===== src/rtl/swl_ram.sv =====
// Simple dual-port synchronous RAM, one write and one registered read per cycle.
module swl_ram #(
    parameter int WIDTH  = 8,
    parameter int ADDR_W = 8
) (
    input  logic              aclk,
    input  logic              we,
    input  logic [ADDR_W-1:0] waddr,
    input  logic [WIDTH-1:0]  wdata,
    input  logic [ADDR_W-1:0] raddr,
    output logic [WIDTH-1:0]  rdata
);

    localparam int DEPTH = 2 ** ADDR_W;

    logic [WIDTH-1:0] mem [DEPTH];

    always_ff @(posedge aclk) begin
        if (we) begin
            mem[waddr] <= wdata;
        end
        rdata <= mem[raddr];
    end

endmodule


===== config.mk =====
export PLATFORM = sky130hd
export DESIGN_NAME = swl_ram
export DESIGN_NICKNAME = d
export VERILOG_FILES = /design/src/rtl/swl_ram.sv
export SDC_FILE = /design/constraint.sdc
export NUM_CORES = 2
export LEC_CHECK = 0
export ABC_AREA = 1
export BUFFER_PORTS_ARGS = -buffer_cell sky130_fd_sc_hd__buf_2
export CORE_MARGIN = 2
export CORE_UTILIZATION = 32
export CTS_BUF_LIST = sky130_fd_sc_hd__clkbuf_8
export CTS_CLUSTER_DIAMETER = 80
export DETAILED_ROUTE_END_ITERATION = 12
export PLACE_DENSITY = 0.49
export SLEW_MARGIN = 20
export SYNTH_ARGS = -nofsm -noshare
export SYNTH_HDL_FRONTEND = slang
export SYNTH_SLANG_ARGS = --single-unit

===== constraint.sdc =====
create_clock -name aclk -period 3.68 [get_ports aclk]
set_clock_uncertainty 0.15 [all_clocks]
set_input_delay 0.552 -clock aclk [delete_from_list [all_inputs] [get_ports aclk]]
set_output_delay 0.552 -clock aclk [all_outputs]
set_load 0.02 [all_outputs]

==> metrics.md <==
| Metric | Value |
|---|---|
| Status | `finished, final reports clean` |
| Worst path bufs/invs | `1` |
| EDFF count, synth | `2048` |
| Crit start category | `register` |
| Worst Hold Path Cells | `5` |
| Total iterations of the first detailed-routing run | `5` |
| CTS buffer count | `356` |
| Critical path arrival | `1.85 ns` |
| Relative slew slack | `0.2746` |
| Final setup vio count | `0` |
| Clock slew at reported path FFs | `0.07 ns` |
| Yosys reg bits | `2056` |
| Max Cap Viol | `0` |
| Hold Vio Cnt, Final | `0` |
| RSZ-0062 raised after global routing | `false` |
| Sink Count | `2056` |
| Iter 0 DRT Violations | `5383` |
| Grt total ovfl | `0` |
| Total GRT Usage | `0.1901` |
| Synth Warn # | `0` |
| Critical path class | `register to output port` |
| Post-synth top area cell | `edfxtp_1` |
| RR Endpoint | `rdata[5]` |
| Final min period | `2.553 ns` |
| Die Span X | `514.5 um` |
| ANT nets after route | `0` |
| Skew-Pair Late Insertion Delay | `1.07 ns` |
| Vias in the first global route | `54102` |
| Total power | `47660 uW` |
| Asr flop ratio synth | `0` |
| Reg2reg setup slack | `1.65 ns` |
| Drt total wl | `256100 um` |
| Fin Setup TNS | `0 ns` |
| Post_cts resized | `0` |
| R2r startpoint | `mem[97][5]` |
| Post-DP HPWL | `151100 um` |
| Routed length per placed instance | `23.29 um` |
| Period utilization | `0.6936` |
| Crit-path max cell delay | `0.57 ns` |
| Cell Chain, Critical Path | `buf_2` |
| Most common flop cell mapped by yosys | `edfxtp_1` |
| Share of cells above drive strength 1 | `0.1161` |
| HP Class | `input port to register` |
| Ranking of synthesized cells by area | `edfxtp_1, nand3_1, nand2_1, buf_2, nor2_1` |
| DRC Markers | `0` |
| Root Buffer | `clkbuf_8` |
| Final Slew Violations | `0` |
| Critical Path Fanout Max | `1` |
| Min-delay src | `waddr[7]` |
| Clock buffer depth | `4` |
| Peak supply drop | `0.4614 mV` |
| CP top delay family | `flip-flops` |
| Placed Area | `89540 sq um` |
| Via count | `55304` |
| Pin count of the biggest net entering global routing | `129` |
| Post-synth top area share | `0.7374` |
| Port Buffers | `33` |
| Initial Util | `0.3214` |
| Synthesis-to-layout area growth | `14.89%` |
| Req. time, crit path | `2.98 ns` |
| Core area | `259500 sq um` |
| GR Util met2 | `0.3000` |
| Top post-synthesis cells by count | `nand2_1, edfxtp_1, nand3_1` |
| Full die area | `264700 sq um` |
| Least-Margin Pin Slew | `1.088 ns` |
| GP Congestion | `0.8381` |
| Final instance area | `95810 sq um` |
| P_leak | `0.03381 uW` |
| Pwr/cell area | `497.5 nW/um^2` |
| M3 GR Usage | `0.03079` |
| Initial antenna violation count | `18` |
| Fmax achieved | `0.3918 GHz` |
| Via/cell ratio | `5.029` |
| Post-Syn Nets | `7029` |
| Seq/Total Area, Yosys | `0.7394` |
| I/O Pins | `34` |
| Die Y | `514.5 um` |
| Mapped cell area | `83400 sq um` |
| Crit-path slowest cell | `dfxtp_1` |
| H-tree Lvls | `5` |
| Syn avg cell area | `11.91 sq um` |
| # rows | `187` |
| Met1 Use GR | `0.2636` |
| Fin nets | `7366` |
| CTS tree | `done` |
| Worst r2r path cells | `10` |
| Cells after Synth | `7003` |
| Synth cell types | `14` |
| GRT Max-Usage Layer | `met2` |
| Most common cell in the netlist | `nand2_1` |
| First-pass GRT wire length | `374800 um` |
| CP endpoint kind | `output port` |
| Worst Hold Endpoint | `mem[30][2]` |
metal layers:
layer,up-vias,share of wire,wire length (um)
li1,25582,-,-
met1,27407,0.44,112400
met2,1909,0.46,118900
met3,406,0.063,16230
met4,0,0.034,8585
met5,-,0,0
how the worst max path moves through the flow:
| stage | start | to | slack (ns) | cells past startpoint |
|---|---|---|---|---|
| 6_report | rdata[1] | rdata[1] | 1.13 | 1 |
| 2_1_floorplan | we | mem[162][0] | 1.49 | 4 |
| 3_5_place_dp | raddr[0] | rdata[7] | 0.29 | 14 |
| 4_1_cts | rdata[1] | rdata[1] | 1.00 | 1 |
| 3_3_place_gp | raddr[0] | rdata[7] | 0.26 | 14 |
| 5_1_grt | rdata[1] | rdata[1] | 1.08 | 1 |
where the power goes:
group / total (uW) / internal [uW] / switching (uW)
Clock: 18600 / 9450 / 9180
Combinational: 3190 / 796 / 2400
Sequential: 25800 / 25800 / 25.0
Total: 47700 / 36100 / 11600
registers in the layout (all words and copies together) (netlist names):
signal and count:
mem 2048, rdata 8
worst register-to-register path, delay by kind of cell (launching register included):
| family | cells | cell delay (ns) |
|---|---|---|
| AND/OR/NAND/NOR | 10 | 1.49 |
| flip-flops | 1 | 0.35 |
area by class of cell:
| cell class | instances | area, sq um |
|---|---|---|
| fillers | 25090 | 163700 |
| clock buffers | 367 | 5051 |
| diodes | 7 | 17.52 |
| clock inverters | 238 | 1090 |
| multi-input cells | 4425 | 19160 |
| repair buffers | 462 | 4393 |
| flip-flops and latches | 2056 | 61660 |
| inverters | 39 | 180.2 |
| well taps | 3402 | 4257 |
logic make-up after synthesis:
| group | count (synthesis) | synth area share |
|---|---|---|
| buf+inv | 522 | 0.03119 |
| flops | 2056 | 0.7394 |
| simple gates | 4425 | 0.2295 |
per-stage QoR:
step | hold WS, ns | setup slack (ns) | cells | util
2_1_floorplan | 0.5009 | 1.487 | 7003 | -
3_3_place_gp | 0.8415 | 0.2638 | 10373 | 0.3451
4_1_cts | 0.05817 | 1.004 | 10989 | 0.3692
5_1_grt | 0.1440 | 1.080 | 10995 | 0.3692
6_report | 0.1758 | 1.127 | 10996 | 0.3692
3_5_place_dp | 0.8114 | 0.2871 | 10373 | 0.3451
cell usage in the layout (no fill, tap or decap), types with 11 or more instances in the layout:
master / instances
buf_12: 69
buf_2: 21
buf_4: 349
buf_8: 11
clkbuf_8: 367
clkinv_1: 69
clkinv_2: 29
clkinvlp_4: 12
dlygate4sd3_1: 11
edfxtp_1: 2048
inv_1: 156
nand2_1: 2112
nand2_2: 11
nand3_1: 2019
nor2_1: 283
what timing repair did:
item | 4_1_cts | 5_1_grt
hold endpoints to repair | 580 | 0
hold buffers | 11 | 0
buffers inserted | 0 | 0
Power figures use the tool's default switching activity.
