File: src/rtl/swl_pkg.sv
// Shared types, constants and helper functions for the soil worm lattice update block.
package swl_pkg;

    localparam int SIDE      = 32;
    localparam int STEP_BITS = 32;
    localparam int COORD_W   = $clog2(SIDE);
    localparam int CELLS     = SIDE * SIDE * SIDE;
    localparam int CELL_W    = $clog2(CELLS);
    localparam int IN_COORD_W = 5;
    localparam int CODE_W    = 3;
    localparam int PROB_W    = 17;
    localparam int RAND_W    = 16;
    localparam int OUT_W     = 32;
    localparam int PADDR_W   = 5;
    localparam int PDATA_W   = 32;
    localparam int REG_IDX_W = PADDR_W - 2;

    typedef logic [CODE_W-1:0]     code_t;
    typedef logic [COORD_W-1:0]    coord_t;
    typedef logic [IN_COORD_W-1:0] in_coord_t;
    typedef logic [CELL_W-1:0]     cell_idx_t;
    typedef logic [STEP_BITS-1:0]  step_t;
    typedef logic [PROB_W-1:0]     prob_t;
    typedef logic [RAND_W-1:0]     rand_t;
    typedef logic [REG_IDX_W-1:0]  reg_idx_t;

    localparam code_t SITE_EMPTY    = 3'd0;
    localparam code_t SITE_NUTRIENT = 3'd1;
    localparam code_t SITE_SOIL     = 3'd2;
    localparam code_t SITE_GREEN    = 3'd3;
    localparam code_t SITE_BLUE     = 3'd4;

    localparam logic [1:0] AXIS_X = 2'd0;
    localparam logic [1:0] AXIS_Y = 2'd1;
    localparam logic [1:0] AXIS_Z = 2'd2;

    localparam logic OP_UPDATE = 1'b0;
    localparam logic OP_LOAD   = 1'b1;

    localparam reg_idx_t REG_FILL        = 3'd0;
    localparam reg_idx_t REG_DEATH       = 3'd1;
    localparam reg_idx_t REG_GREEN_BREED = 3'd2;
    localparam reg_idx_t REG_GREEN_LEAVE = 3'd3;
    localparam reg_idx_t REG_BLUE_BREED  = 3'd4;
    localparam reg_idx_t REG_BLUE_LEAVE  = 3'd5;

    localparam prob_t FILL_RESET        = 17'd32768;
    localparam prob_t DEATH_RESET       = 17'd1638;
    localparam prob_t GREEN_BREED_RESET = 17'd32768;
    localparam prob_t GREEN_LEAVE_RESET = 17'd32768;
    localparam prob_t BLUE_BREED_RESET  = 17'd65536;
    localparam prob_t BLUE_LEAVE_RESET  = 17'd0;

    typedef struct packed {
        prob_t fill;
        prob_t death;
        prob_t green_breed;
        prob_t green_leave;
        prob_t blue_breed;
        prob_t blue_leave;
    } prob_cfg_t;

    typedef struct packed {
        code_t site_code;
        logic  site_fill;
        logic  nbr_write;
        logic  nbr_clear;
        logic  event_hit;
    } rule_t;

    // input coordinate modulo SIDE by repeated conditional subtract
    function automatic coord_t coord_wrap(input in_coord_t v);
        logic [IN_COORD_W+1:0] t;
        t = {2'b00, v};
        for (int i = 0; i < 8; i++) begin
            if (t >= (IN_COORD_W+2)'(SIDE)) begin
                t = t - (IN_COORD_W+2)'(SIDE);
            end
        end
        return COORD_W'(t);
    endfunction

    function automatic coord_t coord_step(input coord_t c, input logic plus);
        coord_t r;
        if (plus) begin
            r = (c == COORD_W'(SIDE - 1)) ? '0 : c + 1'b1;
        end else begin
            r = (c == '0) ? COORD_W'(SIDE - 1) : c - 1'b1;
        end
        return r;
    endfunction

    function automatic cell_idx_t cell_index(input coord_t x, input coord_t y, input coord_t z);
        return CELL_W'((CELL_W'(x) * CELL_W'(SIDE) + CELL_W'(y)) * CELL_W'(SIDE) + CELL_W'(z));
    endfunction

    function automatic logic passes(input rand_t draw, input prob_t prob);
        return {1'b0, draw} < prob;
    endfunction

endpackage

File: src/rtl/swl_regs.sv
// APB configuration registers holding the six probability thresholds.
module swl_regs (
    input  logic                        aclk,
    input  logic                        aresetn,
    input  logic                        psel,
    input  logic                        penable,
    input  logic                        pwrite,
    input  logic [swl_pkg::PADDR_W-1:0] paddr,
    input  logic [swl_pkg::PDATA_W-1:0] pwdata,
    output logic [swl_pkg::PDATA_W-1:0] prdata,
    output logic                        pready,
    output swl_pkg::prob_cfg_t          cfg
);

    swl_pkg::prob_cfg_t cfg_reg;
    swl_pkg::reg_idx_t  idx;
    swl_pkg::prob_t     wval;
    logic               wr_en;

    assign idx    = paddr[swl_pkg::PADDR_W-1:2];
    assign wval   = pwdata[swl_pkg::PROB_W-1:0];
    assign wr_en  = psel && penable && pwrite;
    assign pready = 1'b1;
    assign cfg    = cfg_reg;

    always_ff @(posedge aclk) begin
        if (!aresetn) begin
            cfg_reg.fill        <= swl_pkg::FILL_RESET;
            cfg_reg.death       <= swl_pkg::DEATH_RESET;
            cfg_reg.green_breed <= swl_pkg::GREEN_BREED_RESET;
            cfg_reg.green_leave <= swl_pkg::GREEN_LEAVE_RESET;
            cfg_reg.blue_breed  <= swl_pkg::BLUE_BREED_RESET;
            cfg_reg.blue_leave  <= swl_pkg::BLUE_LEAVE_RESET;
        end else if (wr_en) begin
            unique case (idx)
                swl_pkg::REG_FILL:        cfg_reg.fill        <= wval;
                swl_pkg::REG_DEATH:       cfg_reg.death       <= wval;
                swl_pkg::REG_GREEN_BREED: cfg_reg.green_breed <= wval;
                swl_pkg::REG_GREEN_LEAVE: cfg_reg.green_leave <= wval;
                swl_pkg::REG_BLUE_BREED:  cfg_reg.blue_breed  <= wval;
                swl_pkg::REG_BLUE_LEAVE:  cfg_reg.blue_leave  <= wval;
                default: ;
            endcase
        end
    end

    always_comb begin
        unique case (idx)
            swl_pkg::REG_FILL:        prdata = swl_pkg::PDATA_W'(cfg_reg.fill);
            swl_pkg::REG_DEATH:       prdata = swl_pkg::PDATA_W'(cfg_reg.death);
            swl_pkg::REG_GREEN_BREED: prdata = swl_pkg::PDATA_W'(cfg_reg.green_breed);
            swl_pkg::REG_GREEN_LEAVE: prdata = swl_pkg::PDATA_W'(cfg_reg.green_leave);
            swl_pkg::REG_BLUE_BREED:  prdata = swl_pkg::PDATA_W'(cfg_reg.blue_breed);
            swl_pkg::REG_BLUE_LEAVE:  prdata = swl_pkg::PDATA_W'(cfg_reg.blue_leave);
            default:                  prdata = '0;
        endcase
    end

endmodule

File: config.mk
export PLATFORM = sky130hd
export DESIGN_NAME = swl_regs
export DESIGN_NICKNAME = d
export VERILOG_FILES = /design/src/rtl/swl_pkg.sv /design/src/rtl/swl_regs.sv
export SDC_FILE = /design/constraint.sdc
export NUM_CORES = 1
export LEC_CHECK = 0
export ABC_AREA = 1
export BUFFER_PORTS_ARGS = -buffer_cell sky130_fd_sc_hd__buf_4
export CAP_MARGIN = 30
export CORE_UTILIZATION = 35
export DETAILED_ROUTE_END_ITERATION = 10
export PLACE_DENSITY_LB_ADDON = 0.2
export REMOVE_ABC_BUFFERS = 1
export SYNTH_ARGS = -nofsm -noshare
export SYNTH_HDL_FRONTEND = slang
export SYNTH_SLANG_ARGS = --single-unit
export TNS_END_PERCENT = 50
File: constraint.sdc
create_clock -name aclk -period 1 [get_ports aclk]
set_input_delay 0.1 -clock aclk [delete_from_list [all_inputs] [get_ports aclk]]
set_output_delay 0.1 -clock aclk [all_outputs]
set_load 0.03 [all_outputs]
==> results.yml <==
run_status:
  outcome: "finished with violations"
  violations: "setup timing"
power:
  leakagePower_nw: 4.04
  cellPowerDensity_mw_per_mm2: 1060
  vdd_drop_max_v: 0.000808
placement:
  placed_cells: 1150
  place_congestion: 0.814
  placedInstanceArea_mm2: 0.00692
  dpl.hpwl_um: 12400
  port-buffer-count: 143
cells_and_area:
  diodes: 0
  post-route-cell-area_mm2: 0.00863
  num-nets-final: 1086
  layout-area-overhead-vs-synth_pct: 67.8
  fin_cells: 1228
  layout-drive-gt1-share_pct: 41.0
  layout.core_utilization_pct: 61.2
  largest_register_ffs: 102
sta:
  post-route-period-util_pct: 128
  rsz_0062_raised_after_global_routing: "yes"
  final_worst_setup_slack_ps: -285
  timing.final.max_slew_violations: 0
  holdWs_ps: 132
  final.setup.tns_ps: -6080
  clock_period_minus_worst_slack_ps: 1280
  timing.final.hold_violations: 0
  fmax_mhz: 778
  worst_clock_skew_ps: 0
  finalSetupViolCount: 82
floorplan:
  die_area_mm2: 0.0152
  floorplan.initialDensity_pct: 36.5
  die_w_um: 123
  placement_rows: 43
  top_level_ports: 177
  die_height_um: 123
  floorplan.core_area_mm2: 0.0141
clock_network:
  number_of_buffers_created_by_cts: 9
  cts_root_buf: "clkbuf_16"
  tritoncts: "yes"
  clock_sinks: 102
  clk_path_buf_depth: 2
  clock_latency_ps: 350
  h-tree-depth: 3
  cts.clk_slew.worst_paths_ps: 70
critical_path:
  timing_worst_setup_path_type: "flip-flop to output pin"
  cp_data_arrival_time_ps: 1180
  timing.critical_path.slowest_stage_cell: "dfxtp_2"
  path_common_cell: "nand2_1"
  timing.rr.start: "cfg[49]$_SDFFE_PN1P_"
  startpoint_types: "flip-flop"
  critical_path.endpoint_type: "output pin"
  rrSetupSlack_ps: 180
  timing.critical_path.required_ps: 900
  timing.critical_path.slowest_cell_delay_ps: 340
  crit-reg2reg-capture: "cfg[49]$_SDFFE_PN1P_"
  crit_fanout: 3
  cp_cell_sequence: "nand3_1 -> nand2_1 -> nor2_2 -> nand2_1 -> buf_6"
  r2r_cells: 4
synth:
  ys_ff_latch: 102
  seq_area_frac_synth_pct: 39.7
  synth_cells: 807
  summed_instance_area_of_the_synthesized_netlist_mm2: 0.00514
  synthesis.yosys.warnings: 0
  average_size_of_a_mapped_cell_um2: 6.37
  netlist-cell-type-count: 21
min_path:
  holdCritStartpoint: "pwdata[7]"
  hp-class: "input port to flip-flop"
  worst_hold_path.endpoint: "cfg[41]$_SDFFE_PN0P_"
  hold_depth: 5
global_routing:
  grt_start_max_net_pins: 59
  global_route_wire_length_before_repair_um: 29300
  globalRouteTotalUtil_pct: 25.5
  grt_overflow: 0
  grt_pass1_vias: 5492
  initial_antenna_violation_count: 0
drt:
  postRouteAntennaNets: 0
  detail_route.vias_per_cell: 4.96
  detail_route.iter0.violations: 492
  postRouteWirelength_um: 19600
  wl_per_cell_um: 15.9
  detailroute.via_count: 6089
  detail_route.first_pass.iterations: 5
  drt_drc_violations_left: 0
flow_run:
  max-cap-violations: 0
## stage by stage
stage	setup slack, ps	power, mW
after global placement	-262	5.54
after global routing	-344	9.49
after floorplan	-1330	4.85
after detailed placement	-298	5.55
after CTS	-305	9.11
final	-285	9.16
## kinds of logic (layout without fill, tap and decap cells)
group / count (synthesis) / count (layout) / synth area share, %
flops: 102 / 102 / 39.7
buf+inv: 108 / 335 / 10.4
simple gates: 579 / 579 / 48.1
other cells: 2 / 16 / 0.146
compound gates: 16 / 16 / 1.56
## synthesized netlist by cell type
cell | n | area [µm²]
clkbuf_1 | 24 | 90.1
nor2_8 | 1 | 20.0
buf_4 | 28 | 210
nand4_1 | 36 | 225
o21ai_0 | 4 | 20.0
nand3_4 | 1 | 17.5
dfxtp_1 | 102 | 2040
inv_1 | 34 | 128
buf_1 | 7 | 26.3
buf_2 | 9 | 45.0
inv_2 | 3 | 11.3
nand3_2 | 1 | 10.0
clkinv_1 | 1 | 3.75
nor2_4 | 4 | 45.0
nand2_1 | 213 | 800
nand3_1 | 104 | 521
conb_1 | 2 | 7.51
buf_6 | 2 | 22.5
nor2_2 | 6 | 37.5
nor2_1 | 213 | 800
a21oi_1 | 12 | 60.1
## power breakdown
| group | total [mW] | switching (mW) | internal, mW |
|---|---|---|---|
| registers | 4.16 | 0.0435 | 4.12 |
| logic | 1.51 | 0.922 | 0.592 |
| clock network | 3.49 | 1.60 | 1.89 |
## final cells by class
type / instances / area, µm²
repair buffers: 282 / 3050
clock buffers: 13 / 270
well taps: 180 / 225
fillers: 1317 / 5470
clock inverters: 2 / 16.3
multi-input cells: 611 / 2760
flip-flops and latches: 102 / 2160
inverters: 38 / 150
## metal layers
layer  wire length [µm]  global-route usage [%]
met1               8620                    34.5
met2               9080                    40.7
met3               1590                    5.58
met4                281                    6.85
met5                  0                       0
## cell usage in the layout (no fill, tap or decap), types with 16 or more instances in the layout
master	count
buf_6	173
nand2_1	208
conb_1	16
nand3_1	88
nor2_1	202
dfxtp_2	92
buf_12	19
buf_4	80
nand4_1	36
nand3_2	17
inv_1	33
## worst max-delay path: cells and delay by family (launching register included)
family                 cells  cell delay [ps]
buffers and inverters      1              140
DFF                        1              340
and+or+nand+nor            4              340
## worst max path at each step
stage | cells past startpoint | end | from
6_report | 5 | prdata[4] | cfg[21]$_SDFFE_PN0P_
4_1_cts | 5 | prdata[4] | cfg[72]$_SDFFE_PN0P_
3_5_place_dp | 8 | cfg[70]$_SDFFE_PN1P_ | paddr[3]
3_3_place_gp | 8 | cfg[70]$_SDFFE_PN1P_ | paddr[3]
2_1_floorplan | 5 | cfg[69]$_SDFFE_PN1P_ | psel
5_1_grt | 5 | prdata[4] | cfg[21]$_SDFFE_PN0P_
## what timing repair did
| action | 4_1_cts | 5_1_grt |
|---|---|---|
| endpoints found under the hold margin | 9 | 0 |
| gates cloned | 0 | 1 |
| hold buffers | 8 | 0 |
| setup buffers | 40 | 34 |
| pin swaps | 34 | 37 |
| setup endpoints to repair | 80 | 117 |
| gates resized for setup | 219 | 105 |
Note: power is estimated with default switching activity, not from simulation.
