`src/rtl/swl_pkg.sv`:
```
// Shared types, constants and helper functions for the soil worm lattice update block.
package swl_pkg;

    localparam int SIDE      = 32;
    localparam int STEP_BITS = 32;
    localparam int COORD_W   = $clog2(SIDE);
    localparam int CELLS     = SIDE * SIDE * SIDE;
    localparam int CELL_W    = $clog2(CELLS);
    localparam int IN_COORD_W = 5;
    localparam int CODE_W    = 3;
    localparam int PROB_W    = 17;
    localparam int RAND_W    = 16;
    localparam int OUT_W     = 32;
    localparam int PADDR_W   = 5;
    localparam int PDATA_W   = 32;
    localparam int REG_IDX_W = PADDR_W - 2;

    typedef logic [CODE_W-1:0]     code_t;
    typedef logic [COORD_W-1:0]    coord_t;
    typedef logic [IN_COORD_W-1:0] in_coord_t;
    typedef logic [CELL_W-1:0]     cell_idx_t;
    typedef logic [STEP_BITS-1:0]  step_t;
    typedef logic [PROB_W-1:0]     prob_t;
    typedef logic [RAND_W-1:0]     rand_t;
    typedef logic [REG_IDX_W-1:0]  reg_idx_t;

    localparam code_t SITE_EMPTY    = 3'd0;
    localparam code_t SITE_NUTRIENT = 3'd1;
    localparam code_t SITE_SOIL     = 3'd2;
    localparam code_t SITE_GREEN    = 3'd3;
    localparam code_t SITE_BLUE     = 3'd4;

    localparam logic [1:0] AXIS_X = 2'd0;
    localparam logic [1:0] AXIS_Y = 2'd1;
    localparam logic [1:0] AXIS_Z = 2'd2;

    localparam logic OP_UPDATE = 1'b0;
    localparam logic OP_LOAD   = 1'b1;

    localparam reg_idx_t REG_FILL        = 3'd0;
    localparam reg_idx_t REG_DEATH       = 3'd1;
    localparam reg_idx_t REG_GREEN_BREED = 3'd2;
    localparam reg_idx_t REG_GREEN_LEAVE = 3'd3;
    localparam reg_idx_t REG_BLUE_BREED  = 3'd4;
    localparam reg_idx_t REG_BLUE_LEAVE  = 3'd5;

    localparam prob_t FILL_RESET        = 17'd32768;
    localparam prob_t DEATH_RESET       = 17'd1638;
    localparam prob_t GREEN_BREED_RESET = 17'd32768;
    localparam prob_t GREEN_LEAVE_RESET = 17'd32768;
    localparam prob_t BLUE_BREED_RESET  = 17'd65536;
    localparam prob_t BLUE_LEAVE_RESET  = 17'd0;

    typedef struct packed {
        prob_t fill;
        prob_t death;
        prob_t green_breed;
        prob_t green_leave;
        prob_t blue_breed;
        prob_t blue_leave;
    } prob_cfg_t;

    typedef struct packed {
        code_t site_code;
        logic  site_fill;
        logic  nbr_write;
        logic  nbr_clear;
        logic  event_hit;
    } rule_t;

    // input coordinate modulo SIDE by repeated conditional subtract
    function automatic coord_t coord_wrap(input in_coord_t v);
        logic [IN_COORD_W+1:0] t;
        t = {2'b00, v};
        for (int i = 0; i < 8; i++) begin
            if (t >= (IN_COORD_W+2)'(SIDE)) begin
                t = t - (IN_COORD_W+2)'(SIDE);
            end
        end
        return COORD_W'(t);
    endfunction

    function automatic coord_t coord_step(input coord_t c, input logic plus);
        coord_t r;
        if (plus) begin
            r = (c == COORD_W'(SIDE - 1)) ? '0 : c + 1'b1;
        end else begin
            r = (c == '0) ? COORD_W'(SIDE - 1) : c - 1'b1;
        end
        return r;
    endfunction

    function automatic cell_idx_t cell_index(input coord_t x, input coord_t y, input coord_t z);
        return CELL_W'((CELL_W'(x) * CELL_W'(SIDE) + CELL_W'(y)) * CELL_W'(SIDE) + CELL_W'(z));
    endfunction

    function automatic logic passes(input rand_t draw, input prob_t prob);
        return {1'b0, draw} < prob;
    endfunction

endpackage

```
`src/rtl/swl_rule.sv`:
```
// Site update rule: decides new site and neighbour contents from the two codes read.
module swl_rule (
    input  swl_pkg::code_t     here,
    input  swl_pkg::code_t     target,
    input  swl_pkg::rand_t     rand_first,
    input  swl_pkg::rand_t     rand_second,
    input  swl_pkg::prob_cfg_t cfg,
    output swl_pkg::rule_t     rule
);

    logic           is_worm;
    swl_pkg::prob_t breed;
    swl_pkg::prob_t leave;

    assign is_worm = (here == swl_pkg::SITE_GREEN) || (here == swl_pkg::SITE_BLUE);
    assign breed   = (here == swl_pkg::SITE_GREEN) ? cfg.green_breed : cfg.blue_breed;
    assign leave   = (here == swl_pkg::SITE_GREEN) ? cfg.green_leave : cfg.blue_leave;

    always_comb begin
        rule.site_code = here;
        rule.site_fill = 1'b0;
        rule.nbr_write = 1'b0;
        rule.nbr_clear = 1'b0;
        rule.event_hit = 1'b0;
        if (here == swl_pkg::SITE_EMPTY || here == swl_pkg::SITE_NUTRIENT) begin
            if (target == swl_pkg::SITE_SOIL && swl_pkg::passes(rand_first, cfg.fill)) begin
                rule.site_code = swl_pkg::SITE_SOIL;
                rule.site_fill = 1'b1;
            end
        end else if (is_worm) begin
            rule.site_code = swl_pkg::SITE_EMPTY;
            if (!swl_pkg::passes(rand_first, cfg.death)) begin
                rule.nbr_write = 1'b1;
                case (target)
                    swl_pkg::SITE_NUTRIENT: begin
                        if (swl_pkg::passes(rand_second, breed)) begin
                            rule.site_code = here;
                        end
                    end
                    swl_pkg::SITE_SOIL: begin
                        if (swl_pkg::passes(rand_second, leave)) begin
                            rule.site_code = swl_pkg::SITE_NUTRIENT;
                        end
                        rule.nbr_clear = 1'b1;
                        rule.event_hit = 1'b1;
                    end
                    swl_pkg::SITE_GREEN, swl_pkg::SITE_BLUE: begin
                        rule.site_code = target;
                    end
                    default: ;
                endcase
            end
        end
    end

endmodule

```
`config.mk`:
```
export PLATFORM = sky130hd
export DESIGN_NAME = swl_rule
export DESIGN_NICKNAME = d
export VERILOG_FILES = /design/src/rtl/swl_pkg.sv /design/src/rtl/swl_rule.sv
export SDC_FILE = /design/constraint.sdc
export NUM_CORES = 1
export LEC_CHECK = 0
export BUFFER_PORTS_ARGS = -buffer_cell sky130_fd_sc_hd__buf_2
export CELL_PAD_IN_SITES_DETAIL_PLACEMENT = 2
export CELL_PAD_IN_SITES_GLOBAL_PLACEMENT = 2
export CORE_MARGIN = 8
export CORE_UTILIZATION = 23
export DETAILED_ROUTE_END_ITERATION = 6
export PLACE_DENSITY = 0.89
export SLEW_MARGIN = 5
export SYNTH_ARGS = -nofsm -noshare
export SYNTH_HDL_FRONTEND = slang
export SYNTH_SLANG_ARGS = --single-unit
export TNS_END_PERCENT = 30
```
`constraint.sdc`:
```
create_clock -name vclk -period 6.7
set_input_delay 0.335 -clock vclk [all_inputs]
set_output_delay 0.335 -clock vclk [all_outputs]
set_load 0.005 [all_outputs]
```
==> flow_summary.yaml, run 1 <==
cells_and_area:
  fin_cells: 504
  num-nets-final: 597
  drive_gt1_share_pct: 38.7
  seq_cell_count: 0
  final_cell_mix: "buf_2, ha_1, inv_1, mux2i_1, a21oi_1"
  seq_area_um2: 0
  final_common_cell: "buf_2"
  nClkBuffers: 0
  syn2layout_area_growth_pct: 40.5
sta:
  fin_ws_ns: 3.20
  finalCritPeriodShare_pct: 52.3
  hold_violations: 0
  drv_slew: 0
  relSlewSlack_pct: 56.4
  setup_viol: 0
  fmax_ghz: 0.285
  rsz0062_at_grt: "no"
  setup_tns_ns: 0
  layout_min_cycle_time_ns: 3.50
  worst_pin_slew_ns: 0.654
clock_tree:
  ctsResizeCount: 0
  cts_hold_buf: 0
  cts_setup_buffers: 0
logic_synthesis:
  seq_area_frac_synth_pct: 0
  synth_cells: 255
  syn-num-nets: 455
  yosysTopAreaCellShare_pct: 36.9
  ys_warn_count: 0
  synth_area_per_cell_um2: 7.98
  ys_types: 42
  synth_area_leaders: "ha_1, mux2i_1, inv_1"
  synth_top_area_cell: "ha_1"
  mappedNetlistArea_mm2: 0.00203
grt:
  grt_busiest_layer: "met2"
  grtUsageMet1_pct: 13.8
  grt-ovfl-total: 0
  antenna_found_initial: 1
  grt_pass1_wl_mm: 14.3
  track_usage_pct: 14.7
  grt_pass1_vias: 3056
  grtUsageMet3_pct: 3.26
  grt_max_degree: 37
  gr-usage-met2_pct: 30.9
drt:
  drt-initial-drc-count: 33
  avgViaCountPerCell: 5.08
  detail_route.first_pass.iterations: 4
  wire_per_inst_um: 19.0
  drc: 0
  num_vias: 2559
  drt_wl_total_mm: 9.56
  drtAntennaViolNets: 0
status:
  outcome: "complete, no violations"
setup_path:
  worstSetupStartpointType: "primary input"
  cp.required_ns: 6.36
  arrival_ns: 3.17
  critPathMaxFanout: 36
  critPathKind: "in -> out"
  end_kind: "primary output"
hold_path:
  hp-class: "in -> out"
floorplan:
  dieArea_mm2: 0.0121
  die_x_um: 110
  io_pins: 147
  fp-row-count: 34
  dieHeight_um: 110
  core_area_mm2: 0.00864
  initial_utilization_pct: 23.6
flow_run:
  cap_viol_max_count: 0
pwr:
  ir_drop_mv: 0.0153
  cellPowerDensity_mw_per_mm2: 59.6
  leakagePower_nw: 1.76
place:
  dp.cells: 503
  dp_hpwl_mm: 9.00
  portBuffers: 147
  gp_congestion: 0.807
  pre_cts_slack_ns: 3.13
==> final cells by class <==
class              instances  area [um2]
fillers                 1049        5780
multi-input cells        214        1860
inverters                 34         128
well taps                108         135
diodes                     1        2.50
repair buffers           147         736
==> where the power goes <==
group	internal, mW	switching, mW	leakage [nW]
clock	0.0000000199	0	0.00000634
combinational	0.0824	0.0880	1.76
sequential	0	0	0
total	0.0824	0.0880	1.76
==> stage by stage <==
step	utilization, %	total power, mW	area (um2)	hold WS, ns
floorplan	-	0.0911	2030	0.801
global placement	33.1	0.157	2860	1.02
detailed placement	33.1	0.173	2860	1.04
CTS	33.1	0.174	2860	1.05
global route	33.1	0.192	2860	1.07
finish	33.1	0.170	2860	1.04
==> cell families after synthesis <==
group	Yosys count	synth area share (%)
AO/OA/AOI/OAI	66	22.1
adder cells (fa/ha/maj)	60	36.9
AND/OR/NAND/NOR	54	15.6
buffers and inverters	41	8.73
multiplexers	34	16.7
==> routing by layer <==
metal / wire length, um / up-vias
li1: - / 1245
met1: 3310 / 1201
met2: 5270 / 99
met3: 779 / 14
met4: 201 / 0
met5: 0 / -
==> synth_stat cells, drive strengths merged (3+ instances only) <==
| cell type | n |
|---|---|
| nor2 | 5 |
| nand3 | 15 |
| a211oi | 4 |
| inv | 34 |
| a21oi | 24 |
| nand4 | 7 |
| nor2b | 5 |
| ha | 60 |
| buf | 7 |
| nand2b | 3 |
| nand2 | 8 |
| mux2i | 34 |
| o21ai | 15 |
==> final timing paths <==
check | slack, ns | to | depth (start not counted) | startpoint
setup / recovery | 3.20 | rule[6] | 11 | here[2]
hold / removal | 1.04 | rule[3] | 3 | here[2]
==> worst max-delay path: stages <==
cell	delay, ns
buf_2	0.14
nand3b_4	0.58
mux2i_1	0.35
ha_1	0.30
a21oi_1	0.17
o21ai_0	0.14
a221oi_1	0.31
o21ai_0	0.17
o21a_1	0.24
o311ai_2	0.24
buf_2	0.17
Power figures use the tool's default switching activity.
==> run 2: changes to the inputs <==
- CORE_UTILIZATION: 23 -> 22
- PLACE_DENSITY: 0.89 -> 0.85
- clock period: 6.7 -> 3.3 ns (I/O delays scaled with it)
==> run 2 against run 1 <==
- utilization shrank 1.5 points
- critical path type unchanged
- largest cell class unchanged
- critical path depth is the same
- sequential share of layout area is the same
- routed wire length shrank 6.0%
- setup slack lost 2.9 ns
- via count shrank 2.6%
- count of clock-buffer cells in the layout is the same
==> flow_summary.yaml, run 2 (same netlist as run 1, synthesis figures left out) <==
grt:
  grt_pass1_wl_mm: 14.2
  grt_max_degree: 25
  grt-ovfl-total: 0
  grt_pass1_vias: 2969
  antenna_found_initial: 0
  track_usage_pct: 13.3
setup_path:
  worstSetupStartpointType: "primary input"
  cp_slowest_stage_delay_ns: 0.43
  end_kind: "primary output"
  arrival_ns: 2.82
  critPathKind: "in -> out"
  cp.required_ns: 3.13
  critPathMaxFanout: 24
  path_cells: "buf_2, nand3b_4, mux2i_1, ha_1, a21oi_1, o21ai_0, a221oi_1, o21ai_0, o21a_1, o311ai_2, buf_2"
  crit_path_top_delay_cell: "nand3b_4"
cells_and_area:
  seq_area_um2: 0
  utilization_pct: 31.6
  drive_gt1_share_pct: 39.0
  num-nets-final: 599
  nClkBuffers: 0
  num_antenna_cells: 0
  fin_cells: 508
  seq_cell_count: 0
  syn2layout_area_growth_pct: 41.3
  final_cell_mix: "buf_2, ha_1, inv_1, mux2i_1, a21oi_1"
  fillCellCount: 1129
  final_common_cell: "buf_2"
drt:
  drtAntennaViolNets: 0
  drt_wl_total_mm: 8.99
  num_vias: 2492
  detail_route.first_pass.iterations: 3
  wire_per_inst_um: 17.7
  avgViaCountPerCell: 4.91
  drc: 0
  drt-initial-drc-count: 28
pwr:
  leakagePower_nw: 1.76
  power.total_uw: 341
  cellPowerDensity_mw_per_mm2: 118
  ir_drop_mv: 0.0319
sta:
  finalCritPeriodShare_pct: 90.3
  fin_ws_ns: 0.320
  hold_violations: 0
  relSlewSlack_pct: 70.6
  fmax_ghz: 0.336
  layout_min_cycle_time_ns: 2.98
  worst_pin_slew_ns: 0.440
  setup_tns_ns: 0
  drv_slew: 0
  setup_viol: 0
  rsz0062_at_grt: "no"
hold_path:
  hp-class: "in -> out"
  whs_path_depth: 3
place:
  gp_congestion: 0.767
  dp.cells: 508
  pre_cts_slack_ns: 0.273
  portBuffers: 147
  dp_hpwl_mm: 8.52
floorplan:
  dieHeight_um: 112
  dieArea_mm2: 0.0126
  die_x_um: 112
  initial_utilization_pct: 22.3
  io_pins: 147
  core_area_mm2: 0.00911
  fp-row-count: 35
clock_tree:
  cts_setup_buffers: 0
  cts_hold_buf: 0
  ctsResizeCount: 0
status:
  outcome: "complete, no violations"
flow_run:
  cap_viol_max_count: 0
[run 2: cell count changes in the layout (fill, tap and decap cells not counted)]
cell and delta:
buf_4 +2, diode_2 -1
[run 2: area by class of cell]
class / count / area, um2 / share of cell area (%)
tap: 111 / 139 / 4.83
multi-input combinational: 214 / 1860 / 64.6
inverter: 34 / 128 / 4.44
timing repair buffer: 149 / 751 / 26.1
[run 2: through the flow]
stage	hold WS (ns)	cell area, um2
after floorplan	0.461	2030
after global placement	0.686	2870
final	0.701	2870
after global routing	0.734	2870
after CTS	0.712	2870
after detailed placement	0.707	2870
[run 2: path summary, 6_finish.rpt]
| check | startpoint | end | slack [ns] |
|---|---|---|---|
| setup / recovery | here[2] | rule[6] | 0.32 |
| hold / removal | here[2] | rule[3] | 0.70 |
[run 2: where the power goes]
part | leakage (nW) | internal, mW | switching [mW]
Sequential | 0 | 0 | 0
Combinational | 1.76 | 0.167 | 0.173
Clock | 0 | 0 | 0
Total | 1.76 | 0.167 | 0.173
[run 2: metal layers]
metal	track usage [%]	wire length [um]	share of wire [%]	vias up
li1	-	-	-	1247
met1	13.6	3530	39	1159
met2	27.6	4870	54	80
met3	2.68	514	5.7	6
met4	1.08	78	0.87	0
met5	0	0	0	-
[run 2: critical path, delay by kind of cell]
| kind | cells | cell delay (ns) |
|---|---|---|
| muxes | 1 | 0.32 |
| and+or+nand+nor | 1 | 0.43 |
| AOI/OAI and AO/OA | 6 | 1.27 |
| buffers and inverters | 2 | 0.33 |
| adders and majority gates | 1 | 0.28 |
